<file path="src/rtl/teq_pkg.sv">
// ----------------------------------------------------------------------------
// teq_pkg
// shared types and codes for the timer expiry queue
// ----------------------------------------------------------------------------
package teq_pkg;

  localparam int TIME_W = 48;
  localparam int IVL_W  = 32;
  localparam int ID_W   = 8;

  localparam logic [1:0] KIND_ADD_OK   = 2'd0;
  localparam logic [1:0] KIND_ADD_FULL = 2'd1;
  localparam logic [1:0] KIND_FIRED    = 2'd2;
  localparam logic [1:0] KIND_SUMMARY  = 2'd3;

  localparam logic REQ_ADD  = 1'b0;
  localparam logic REQ_TICK = 1'b1;

  typedef enum logic [2:0] {
    ST_IDLE,
    ST_ADD_SCAN,
    ST_DUE_SCAN,
    ST_PICK_SCAN,
    ST_FIRE,
    ST_RELOAD,
    ST_SUM_SCAN,
    ST_SUMMARY
  } state_t;

  // controller to datapath
  typedef struct packed {
    logic       load;      // capture request word
    logic       clr_scan;  // reset scan index and accumulators
    logic       step;      // process one slot
    logic [2:0] mode;      // what a step does (a state_t code)
    logic       do_add;    // write the request into the free slot
    logic       mark_done; // retire the picked slot from this tick
    logic       emit;      // drive a result word
    logic [1:0] kind;
  } teq_cmd_t;

  // datapath to controller
  typedef struct packed {
    logic req_tick;
    logic scan_end;   // current step is the last slot
    logic found;      // a free slot or a pending due slot was seen
  } teq_sts_t;

endpackage

</file>
<file path="src/rtl/teq_ctrl.sv">
// ----------------------------------------------------------------------------
// teq_ctrl
// sequencer: add scan, due scan, repeated pick scans, reload, summary
// ----------------------------------------------------------------------------
module teq_ctrl (
  input  logic              clk,
  input  logic              rst_n,
  input  logic              start,
  output logic              busy,
  input  teq_pkg::teq_sts_t sts,
  output teq_pkg::teq_cmd_t cmd
);

  teq_pkg::state_t state_r, state_nxt;

  always_ff @(posedge clk) begin
    if (!rst_n) begin
      state_r <= teq_pkg::ST_IDLE;
    end else begin
      state_r <= state_nxt;
    end
  end

  always_comb begin
    state_nxt     = state_r;
    cmd           = '0;
    cmd.mode      = state_r;
    busy          = (state_r != teq_pkg::ST_IDLE);
    case (state_r)
      teq_pkg::ST_IDLE: begin
        if (start) begin
          cmd.load     = 1'b1;
          cmd.clr_scan = 1'b1;
          state_nxt    = teq_pkg::ST_ADD_SCAN;
        end
      end
      teq_pkg::ST_ADD_SCAN: begin
        // add: find free slot and earliest; tick: jump to due scan
        if (sts.req_tick) begin
          state_nxt = teq_pkg::ST_DUE_SCAN;
        end else begin
          cmd.step = 1'b1;
          if (sts.scan_end) begin
            cmd.emit   = 1'b1;
            cmd.kind   = sts.found ? teq_pkg::KIND_ADD_OK : teq_pkg::KIND_ADD_FULL;
            cmd.do_add = sts.found;
            state_nxt  = teq_pkg::ST_IDLE;
          end
        end
      end
      teq_pkg::ST_DUE_SCAN: begin
        cmd.step = 1'b1;
        if (sts.scan_end) begin
          cmd.clr_scan = 1'b1;
          state_nxt    = teq_pkg::ST_PICK_SCAN;
        end
      end
      teq_pkg::ST_PICK_SCAN: begin
        cmd.step = 1'b1;
        if (sts.scan_end) begin
          state_nxt = teq_pkg::ST_FIRE;
        end
      end
      teq_pkg::ST_FIRE: begin
        cmd.clr_scan = 1'b1;
        if (sts.found) begin
          cmd.emit      = 1'b1;
          cmd.kind      = teq_pkg::KIND_FIRED;
          cmd.mark_done = 1'b1;
          state_nxt     = teq_pkg::ST_PICK_SCAN;
        end else begin
          state_nxt = teq_pkg::ST_RELOAD;
        end
      end
      teq_pkg::ST_RELOAD: begin
        cmd.step = 1'b1;
        if (sts.scan_end) begin
          cmd.clr_scan = 1'b1;
          state_nxt    = teq_pkg::ST_SUM_SCAN;
        end
      end
      teq_pkg::ST_SUM_SCAN: begin
        cmd.step = 1'b1;
        if (sts.scan_end) begin
          state_nxt = teq_pkg::ST_SUMMARY;
        end
      end
      teq_pkg::ST_SUMMARY: begin
        cmd.emit  = 1'b1;
        cmd.kind  = teq_pkg::KIND_SUMMARY;
        state_nxt = teq_pkg::ST_IDLE;
      end
      default: begin
        state_nxt = teq_pkg::ST_IDLE;
      end
    endcase
  end

endmodule

</file>
<file path="src/rtl/teq_dpath.sv">
// ----------------------------------------------------------------------------
// teq_dpath
// slot tables, one-slot-per-cycle scan unit and result register
// ----------------------------------------------------------------------------
module teq_dpath #(
  parameter int TIMER_SLOTS = 16
) (
  input  logic                         clk,
  input  logic                         rst_n,
  input  logic                         in_req_type,
  input  logic [teq_pkg::ID_W-1:0]     in_timer_id,
  input  logic [teq_pkg::TIME_W-1:0]   in_expire_time,
  input  logic [teq_pkg::IVL_W-1:0]    in_reload_interval,
  input  logic [teq_pkg::TIME_W-1:0]   in_now_time,
  input  teq_pkg::teq_cmd_t            cmd,
  output teq_pkg::teq_sts_t            sts,
  output logic                         out_valid,
  output logic [1:0]                   out_result_kind,
  output logic [teq_pkg::ID_W-1:0]     out_fired_id,
  output logic                         out_earliest_changed,
  output logic                         out_has_next,
  output logic [teq_pkg::TIME_W-1:0]   out_next_expiry,
  output logic                         out_last
);

  localparam int IW = $clog2(TIMER_SLOTS);
  localparam logic [IW-1:0] LAST_IDX = IW'(TIMER_SLOTS - 1);
  localparam logic [teq_pkg::TIME_W-1:0] TMAX = '1;

  // slot storage: small register tables, one address per cycle
  logic [TIMER_SLOTS-1:0]      valid_r;
  logic [TIMER_SLOTS-1:0]      due_r;
  logic [teq_pkg::TIME_W-1:0]  exp_r [TIMER_SLOTS];
  logic [teq_pkg::IVL_W-1:0]   ivl_r [TIMER_SLOTS];
  logic [teq_pkg::ID_W-1:0]    id_r  [TIMER_SLOTS];

  logic                        req_r;
  logic [teq_pkg::ID_W-1:0]    rid_r;
  logic [teq_pkg::TIME_W-1:0]  rexp_r;
  logic [teq_pkg::IVL_W-1:0]   rivl_r;
  logic [teq_pkg::TIME_W-1:0]  now_r;

  logic [IW-1:0]               idx_r;
  logic                        found_r;
  logic [IW-1:0]               pick_r;
  logic                        any_r;
  logic [teq_pkg::TIME_W-1:0]  best_r;
  logic [teq_pkg::ID_W-1:0]    bid_r;

  logic                        cv;
  logic [teq_pkg::TIME_W-1:0]  ce;
  logic [teq_pkg::ID_W-1:0]    ci;
  logic [teq_pkg::TIME_W:0]    rsum;
  logic                        better;
  logic [teq_pkg::TIME_W-1:0]  nmin;
  logic                        nany;

  assign cv   = valid_r[idx_r];
  assign ce   = exp_r[idx_r];
  assign ci   = id_r[idx_r];
  assign rsum = {1'b0, now_r} + {17'd0, ivl_r[idx_r]};
  assign better = !found_r || (ce < best_r) || ((ce == best_r) && (ci < bid_r));

  // earliest pending including the current slot (used at end of add scan)
  always_comb begin
    nany = any_r || (cv);
    nmin = best_r;
    if (cv && (!any_r || ce < best_r)) begin
      nmin = ce;
    end
  end

  assign sts.req_tick = req_r;
  assign sts.scan_end = (idx_r == LAST_IDX);
  assign sts.found    = found_r || (cmd.mode == teq_pkg::ST_ADD_SCAN && !cv);

  always_ff @(posedge clk) begin
    if (!rst_n) begin
      valid_r   <= '0;
      due_r     <= '0;
      out_valid <= 1'b0;
      idx_r     <= '0;
      found_r   <= 1'b0;
      any_r     <= 1'b0;
    end else begin
      out_valid <= cmd.emit;
      if (cmd.load) begin
        req_r  <= in_req_type;
        rid_r  <= in_timer_id;
        rexp_r <= in_expire_time;
        rivl_r <= in_reload_interval;
        now_r  <= in_now_time;
      end
      if (cmd.step) begin
        if (!cmd.clr_scan) begin
          idx_r <= (idx_r == LAST_IDX) ? '0 : idx_r + 1'b1;
        end
        case (cmd.mode)
          teq_pkg::ST_ADD_SCAN: begin
            if (!cv && !found_r) begin
              found_r <= 1'b1;
              pick_r  <= idx_r;
            end
            if (cv && (!any_r || ce < best_r)) begin
              best_r <= ce;
            end
            if (cv) begin
              any_r <= 1'b1;
            end
          end
          teq_pkg::ST_DUE_SCAN: begin
            due_r[idx_r] <= cv && (ce <= now_r);
          end
          teq_pkg::ST_PICK_SCAN: begin
            if (due_r[idx_r] && better) begin
              found_r <= 1'b1;
              pick_r  <= idx_r;
              best_r  <= ce;
              bid_r   <= ci;
            end
          end
          teq_pkg::ST_RELOAD: begin
            // due flags are spent by the pick loop; slots are unchanged since the due scan
            if (cv && (ce <= now_r)) begin
              if (ivl_r[idx_r] != '0) begin
                exp_r[idx_r] <= rsum[teq_pkg::TIME_W] ? TMAX : rsum[teq_pkg::TIME_W-1:0];
              end else begin
                valid_r[idx_r] <= 1'b0;
              end
            end
          end
          teq_pkg::ST_SUM_SCAN: begin
            if (cv && (!any_r || ce < best_r)) begin
              best_r <= ce;
            end
            if (cv) begin
              any_r <= 1'b1;
            end
          end
          default: begin
          end
        endcase
      end
      if (cmd.clr_scan) begin
        idx_r   <= '0;
        found_r <= 1'b0;
        any_r   <= 1'b0;
      end
      if (cmd.do_add) begin
        valid_r[sts.found && !found_r ? idx_r : pick_r] <= 1'b1;
        exp_r[sts.found && !found_r ? idx_r : pick_r]   <= rexp_r;
        ivl_r[sts.found && !found_r ? idx_r : pick_r]   <= rivl_r;
        id_r[sts.found && !found_r ? idx_r : pick_r]    <= rid_r;
      end
      if (cmd.mark_done) begin
        due_r[pick_r] <= 1'b0;
      end
    end
  end

  // result word register
  always_ff @(posedge clk) begin
    if (cmd.emit) begin
      out_result_kind      <= cmd.kind;
      out_fired_id         <= '0;
      out_earliest_changed <= 1'b0;
      out_has_next         <= 1'b0;
      out_next_expiry      <= '0;
      out_last             <= 1'b1;
      case (cmd.kind)
        teq_pkg::KIND_ADD_OK: begin
          out_earliest_changed <= !nany || (rexp_r < nmin);
          out_has_next         <= 1'b1;
          out_next_expiry      <= (!nany || rexp_r < nmin) ? rexp_r : nmin;
        end
        teq_pkg::KIND_ADD_FULL: begin
          out_has_next    <= nany;
          out_next_expiry <= nany ? nmin : '0;
        end
        teq_pkg::KIND_FIRED: begin
          out_fired_id <= bid_r;
          out_last     <= 1'b0;
        end
        teq_pkg::KIND_SUMMARY: begin
          out_has_next    <= any_r;
          out_next_expiry <= any_r ? best_r : '0;
        end
        default: begin
        end
      endcase
    end
  end

endmodule

</file>
<file path="src/rtl/timer_expiry_queue.sv">
// ----------------------------------------------------------------------------
// timer_expiry_queue
// bounded timer table with add and tick requests
// ----------------------------------------------------------------------------
// channel  ports                                   handshake
// in       in_req_type .. in_now_time              start high, busy low
// out      out_result_kind .. out_last             out_valid, one cycle
//
// add: one scan over all slots, one slot per cycle through the scan unit
// tick: a due scan, then a pick scan over all slots for each fired timer,
//   since each fired word needs its own pick scan, then reload and summary scans
// reset clears valid bits and the sequencer; slot payload needs none
// the receiver cannot stall: each word is shown for one cycle only
module timer_expiry_queue #(
  parameter int TIMER_SLOTS = 16
) (
  input  logic                        clk,
  input  logic                        rst_n,
  input  logic                        start,
  output logic                        busy,
  input  logic                        in_req_type,
  input  logic [teq_pkg::ID_W-1:0]    in_timer_id,
  input  logic [teq_pkg::TIME_W-1:0]  in_expire_time,
  input  logic [teq_pkg::IVL_W-1:0]   in_reload_interval,
  input  logic [teq_pkg::TIME_W-1:0]  in_now_time,
  output logic                        out_valid,
  output logic [1:0]                  out_result_kind,
  output logic [teq_pkg::ID_W-1:0]    out_fired_id,
  output logic                        out_earliest_changed,
  output logic                        out_has_next,
  output logic [teq_pkg::TIME_W-1:0]  out_next_expiry,
  output logic                        out_last
);

  teq_pkg::teq_cmd_t cmd;   // sequencer commands
  teq_pkg::teq_sts_t sts;   // scan status back to the sequencer

  teq_ctrl u_ctrl (
    .clk   (clk),
    .rst_n (rst_n),
    .start (start),
    .busy  (busy),
    .sts   (sts),
    .cmd   (cmd)
  );

  teq_dpath #(
    .TIMER_SLOTS (TIMER_SLOTS)
  ) u_dpath (
    .clk                  (clk),
    .rst_n                (rst_n),
    .in_req_type          (in_req_type),
    .in_timer_id          (in_timer_id),
    .in_expire_time       (in_expire_time),
    .in_reload_interval   (in_reload_interval),
    .in_now_time          (in_now_time),
    .cmd                  (cmd),
    .sts                  (sts),
    .out_valid            (out_valid),
    .out_result_kind      (out_result_kind),
    .out_fired_id         (out_fired_id),
    .out_earliest_changed (out_earliest_changed),
    .out_has_next         (out_has_next),
    .out_next_expiry      (out_next_expiry),
    .out_last             (out_last)
  );

endmodule

</file>
<file path="config.mk">
export PLATFORM = sky130hd
export DESIGN_NAME = timer_expiry_queue
export DESIGN_NICKNAME = d
export VERILOG_FILES = /design/src/rtl/teq_pkg.sv /design/src/rtl/teq_ctrl.sv /design/src/rtl/teq_dpath.sv /design/src/rtl/timer_expiry_queue.sv
export SDC_FILE = /design/constraint.sdc
export NUM_CORES = 2
export LEC_CHECK = 0
export ABC_CLOCK_PERIOD_IN_PS = 21700
export BUFFER_PORTS_ARGS = -buffer_cell sky130_fd_sc_hd__buf_2
export CAP_MARGIN = 20
export CORE_MARGIN = 2
export CORE_UTILIZATION = 47
export CTS_CLUSTER_SIZE = 12
export DETAILED_ROUTE_END_ITERATION = 10
export HOLD_SLACK_MARGIN = 0.08
export PLACE_DENSITY = 0.66
export SLEW_MARGIN = 5
export SYNTH_ARGS = -nofsm -noshare
export SYNTH_HDL_FRONTEND = slang
export SYNTH_SLANG_ARGS = --single-unit
</file>
<file path="constraint.sdc">
create_clock -name clk -period 21.7 [get_ports clk]
set_input_delay 1.085 -clock clk [delete_from_list [all_inputs] [get_ports clk]]
set_output_delay 1.085 -clock clk [all_outputs]
set_load 0.05 [all_outputs]
</file>
# Yosys cells after proc, flatten, opt, wreduce, memory -nomap -nowiden

Memory sizes are Yosys's and may differ from the RTL's. A register that Yosys moved wholly into a read port is not among the register bits.
Cells that the tools add are included.

Memories kept: 3
Latch bits: 0
Bits in writable memories: 1408
Register bits: 300
ROM bits: 0
Input port bits: 140

Memory list:

| memory        | depth | width | rd ports | clocked after Yosys merged registers in | wr ports | line            | text |
|---|---|---|---|---|---|---|---|
| u_dpath.exp_r | 16    | 48    | 1        | 1                                       | 1        | teq_dpath.sv:33 | `logic [teq_pkg::TIME_W-1:0] exp_r [TIMER_SLOTS];` |
| u_dpath.ivl_r | 16    | 32    | 1        | 1                                       | 1        | teq_dpath.sv:34 | `logic [teq_pkg::IVL_W-1:0] ivl_r [TIMER_SLOTS];` |
| u_dpath.id_r  | 16    | 8     | 1        | 1                                       | 1        | teq_dpath.sv:35 | `logic [teq_pkg::ID_W-1:0] id_r [TIMER_SLOTS];` |

$lt $le $gt $ge: 10
Muxes and demuxes: 81
Equal/unequal tests: 20
$add $sub $neg: 2
Reductions and logical operators: 38
Shifts and indexed selects: 0
$mul: 0
Bitwise operators: 6
Div/mod/pow operators: 0

Operators with widths:

| cell                                                                          | count |
|---|---|
| 48-bit 2-to-1 mux                                                             | 7 |
| 16-bit 2-to-1 mux                                                             | 10 |
| 48-bit one-hot mux with 3 select lines                                        | 1 |
| 48-bit less-than comparator                                                   | 2 |
| 48-bit one-hot mux with 2 select lines                                        | 1 |
| 48-bit by 32-bit adder with 49-bit output                                     | 1 |
| 48-bit equality test                                                          | 1 |
| 48-bit less-or-equal comparator                                               | 1 |
| 4-bit 2-to-1 mux                                                              | 12 |
| 48-bit OR reduction                                                           | 1 |
| 16-bit AND                                                                    | 2 |
| 16-bit inverter                                                               | 2 |
| 32-bit nonzero test                                                           | 1 |
| 3-bit 2-to-1 mux                                                              | 10 |
| 1-bit 2-to-1 mux                                                              | 26 |
| 3-bit one-hot mux with 8 select lines                                         | 1 |
| 16-bit bitwise mux                                                            | 1 |
| 16-bit OR                                                                     | 1 |
| 4-bit by 5-bit less-than comparator with 1-bit output (second input constant) | 3 |
| 1-bit demux with 4-bit select                                                 | 3 |
| 3-bit equality test (second input constant)                                   | 4 |
| 4-bit by 1-bit >= comparator with 1-bit output (second input constant)        | 3 |
| 4-bit AND reduction                                                           | 3 |
| 1-bit logical AND                                                             | 10 |
| 29 further kinds                                                              | 50 |

# Longest topological paths before layout

Word-level depth: 13
Gate-level depth with buffers: 34

# Modules after synthesis

From an unflattened synthesis, not the netlist that was laid out.

Cell total of the unflattened synthesis: 5700
Area, all modules: 79623.9 µm²

Modules (own cells, without submodules):

| module    | times used | area an instance (µm²) | cells an instance | sequential area each (µm²) |
|---|---|---|---|---|
| teq_dpath | 1          | 79303.6                | 5653              | 50888.8 |
| teq_ctrl  | 1          | 320.3                  | 47                | 60.1 |

# Least setup slack after synthesis

OpenSTA, ideal clock, no wires.

Path type: register to register
Start point: reg (tool-made name)
End point: mem u_dpath.exp_r[3][0] (netlist name), enable pin
Cell stages (with the launch flop): 23
Slack: 11289 ps
Path buffers: 8
Arrival: 9838 ps
Setup time: 573 ps
Cells stage by stage: dfxtp_1 -> buf_6 -> buf_6 -> buf_4 -> buf_2 -> buf_4 -> buf_2 -> buf_2 -> mux4_2 -> mux4_2 -> ha_1 -> nor2b_1 -> o21a_1 -> o21a_1 -> o21a_1 -> o21a_1 -> o21a_1 -> o21ai_0 -> a21oi_1 -> a2bb2oi_1 -> o31a_2 -> buf_4 -> nor4_1

RTL lines:

| element   | line |
|---|---|
| to (decl) | teq_dpath.sv:33 |

==> metrics.csv <==
stage,metric,value,unit
floorplan,# rows,142,
status,result of the run,"complete, no violations",
worst_setup_path,CP startpoint kind,flop,
grt,gr usage total,24.0,%
yosys,post-synth top area share,70.2,%
clocking,Max H-tree Level,4,
placed_design,dpl cells,5898,
clocking,clk_lat worst skew,840,ps
yosys,"EDFF count, synth",1666,
yosys,synth cell count leaders,"edfxtp_1 (1666), mux4_2 (443), ha_1 (184), a21oi_1 (183), inv_1 (166)",
final_layout,Finished Layout Cells,6222,
clocking,CTS tree,yes,
yosys,Yosys reg bits,1712,
timing,TNS Setup,0,ps
drt,met3 WL,20800,µm
worst_hold_path,Worst Hold Class,primary input to flop,
timing,worst slew margin relative to its limit,20.1,%
clocking,CTS sink count,1712,
drt,met2 WL,84400,µm
timing,RSZ-0062 raised after global routing,no,
clocking,worst-case clock buffer depth,3,
final_layout,design area,80600,µm²
drt,routed len/inst,30.1,µm
worst_setup_path,max incr delay on CP,910,ps
yosys,Post-synth ARST share,0,%
floorplan,Die Footprint,155000,µm²
drt,DRT Pass-1 Iters,6,
worst_setup_path,R2R Setup Slk,10820,ps
power,Leak,26.0,nW
timing,Hold WS,426,ps
worst_setup_path,CP endpoint kind,flop,
run,Max-cap violations,0,
worst_setup_path,number of buffer and inverter stages on the critical path,4,
clocking,post-CTS sizing,0,
drt,Max Used Layer,met5,
placed_design,PortBufs,202,
yosys,post-synth net total,4100,
grt,first-pass GRT wire length,267000,µm
yosys,Mapped Cells,3775,
drt,Post-Route WL,187000,µm
drt,M1 WL,75800,µm
yosys,Syn Std Cell Area,71300,µm²
grt,initial antenna violation count,8,
grt,vias in the first global route,37630,
worst_setup_path,critical path's slowest cell,buf_4,
power,pwr dens,92.1,nW/µm²
placed_design,routability cong.,0.891,
yosys,most common cell in the netlist,edfxtp_1,
yosys,largest cells by area after synthesis,"edfxtp_1 (70%), mux4_2 (14%), ha_1 (3.2%), dfxtp_1 (1.3%), a21oi_1 (1.3%)",
timing,Max Clock Skew,73.2,ps
yosys,Synth warnings,0,
worst_setup_path,WS Path Type,flop to flop,
timing,fmax,91.9,MHz
floorplan,core footprint,150000,µm²
final_layout,final-stage net count,4413,
timing,Final setup viols,0,
yosys,ys flop type,edfxtp_1,
timing,worst-margin pin slew,1200,ps
placed_design,dpl cell area,75000,µm²
clocking,# hold bufs at CTS,0,
final_layout,layout cells sized above 1,24.4,%
drt,DR DRC count,0,
yosys,syn_area_per_cell,18.9,µm²
timing,Final Hold Vio Count,0,
drt,DR iter-0 viols,4835,
grt,grt total ovfl,0,
floorplan,initial core utilization,47.5,%
power,VDD IR-drop max,0.0000844,V
final_layout,area grow syn2layout,13.1,%
floorplan,die width,393,µm
worst_setup_path,cell family with most CP delay,simple AND/OR/NAND/NOR gates,
worst_setup_path,Worst Path Required,22220,ps
timing,"Slew Viols, Final",0,
clocking,total CTS buffers,177,
floorplan,Die H,393,µm
yosys,sequential share of the synthesized area,71.5,%
worst_setup_path,"critical path fanouts, max",104,
timing,min Tclk post-route,10880,ps
clocking,Clock Tree Root,clkbuf_16,
drt,Final ANT Viol Nets,0,
floorplan,I/O Pins,203,
placed_design,Post-DP HPWL,109000,µm
grt,pin count of the biggest net entering global routing,127,
drt,routed vias,38176,
clocking,postcts setup bufs,0,
worst_setup_path,arrival time at the worst endpoint,11400,ps
clocking,clk slew on worst S/H paths,60,ps
yosys,library cells used by synthesis,70,
timing,Final period util,50.2,%
yosys,cell taking the most area after synthesis,edfxtp_1,
drt,Via density,6.14,
==> cell type report <==
class / instances / area, µm²
sequential: 1712 / 51000
inverter: 168 / 631
antenna: 1 / 2.50
multi-input combinational: 1723 / 19200
fill: 11583 / 69500
timing repair buffer: 306 / 1850
clock inverter: 71 / 772
tap: 2016 / 2520
clock buffer: 225 / 4630
==> layout by cell type (no fill, tap or decap), types with 16 or more instances in the layout <==
cell,count
a21o_1,49
a21oi_1,182
a2bb2oi_1,37
a31oi_1,22
buf_2,203
buf_4,93
clkbuf_1,46
clkbuf_16,177
clkinv_1,32
clkinv_2,17
dfxtp_1,42
edfxtp_1,1666
ha_1,184
inv_1,166
mux2i_1,61
mux4_2,443
nand2_1,123
nand3_1,28
nand4_1,34
nor2_1,122
nor2_4,19
nor2b_1,25
nor3_1,25
o21a_1,16
o21ai_0,77
o221ai_1,46
xnor2_1,32
==> registers in the layout (all words and copies together), names as in the netlist, 4 cells and up, named ones only <==
register,flops
u_dpath.best_r,48
u_dpath.bid_r,8
u_dpath.due_r,16
u_dpath.exp_r,768
u_dpath.id_r,128
u_dpath.idx_r,4
u_dpath.ivl_r,512
u_dpath.now_r,48
u_dpath.out_fired_id,8
u_dpath.out_next_expiry,48
u_dpath.pick_r,4
u_dpath.rexp_r,48
u_dpath.rid_r,8
u_dpath.rivl_r,32
u_dpath.valid_r,16
==> power by group <==
group	internal (mW)	total [mW]	switching, mW
registers	3.77	3.83	0.0611
logic	0.299	0.729	0.430
clock network	1.58	2.86	1.27
total	5.66	7.42	1.76
==> metal layers <==
layer / vias to the layer above / global-route usage [%]
li1: 16098 / -
met1: 19776 / 33.9
met2: 2001 / 35.7
met3: 295 / 7.28
met4: 6 / 7.80
met5: - / 0
==> through the flow <==
stage / setup slack, ps / total power, mW / utilization, %
4_1_cts: 10930 / 7.45 / 53.5
5_1_grt: 10250 / 7.67 / 53.7
3_5_place_dp: 11000 / 4.62 / 49.9
3_3_place_gp: 11190 / 4.60 / 49.9
6_report: 10820 / 7.42 / 53.7
2_1_floorplan: 11290 / 4.39 / -
==> path summary, 6_finish.rpt <==
path                                        from                               endpoint  cells after the start
setup / recovery                            flop  u_dpath.out_next_expiry[40]$_DFFE_PP_                     26
hold / removal             in_reload_interval[8]            u_dpath.rivl_r[8]$_DFFE_PP_                      1
setup reg to reg                            flop  u_dpath.out_next_expiry[40]$_DFFE_PP_                     26
hold reg to reg   u_dpath.valid_r[10]$_SDFF_PN0_         u_dpath.valid_r[10]$_SDFF_PN0_                      2
==> cells by family (layout without fill, tap and decap cells) <==
logic type                 after synthesis  after routing  share of synthesized area (%)
other                                    0              1                              0
adders and majority gates              185            185                           3.26
AOI/OAI and AO/OA                      513            513                           4.68
and+or+nand+nor                        478            478                           3.22
DFF                                   1712           1712                           71.5
muxes                                  506            506                           14.9
buffers and inverters                  340            770                           1.97
xor gates and xnor gates                41             41                          0.504
==> worst register-to-register path: cells and delay by family, from the launching register on <==
family / cells / cell delay [ps]
AOI/OAI and AO/OA: 9 / 2200
adders and majority gates: 2 / 700
buffers and inverters: 4 / 2800
DFF: 1 / 810
muxes: 3 / 1470
and+or+nand+nor: 8 / 2650
(Power assumes the default switching activity.)
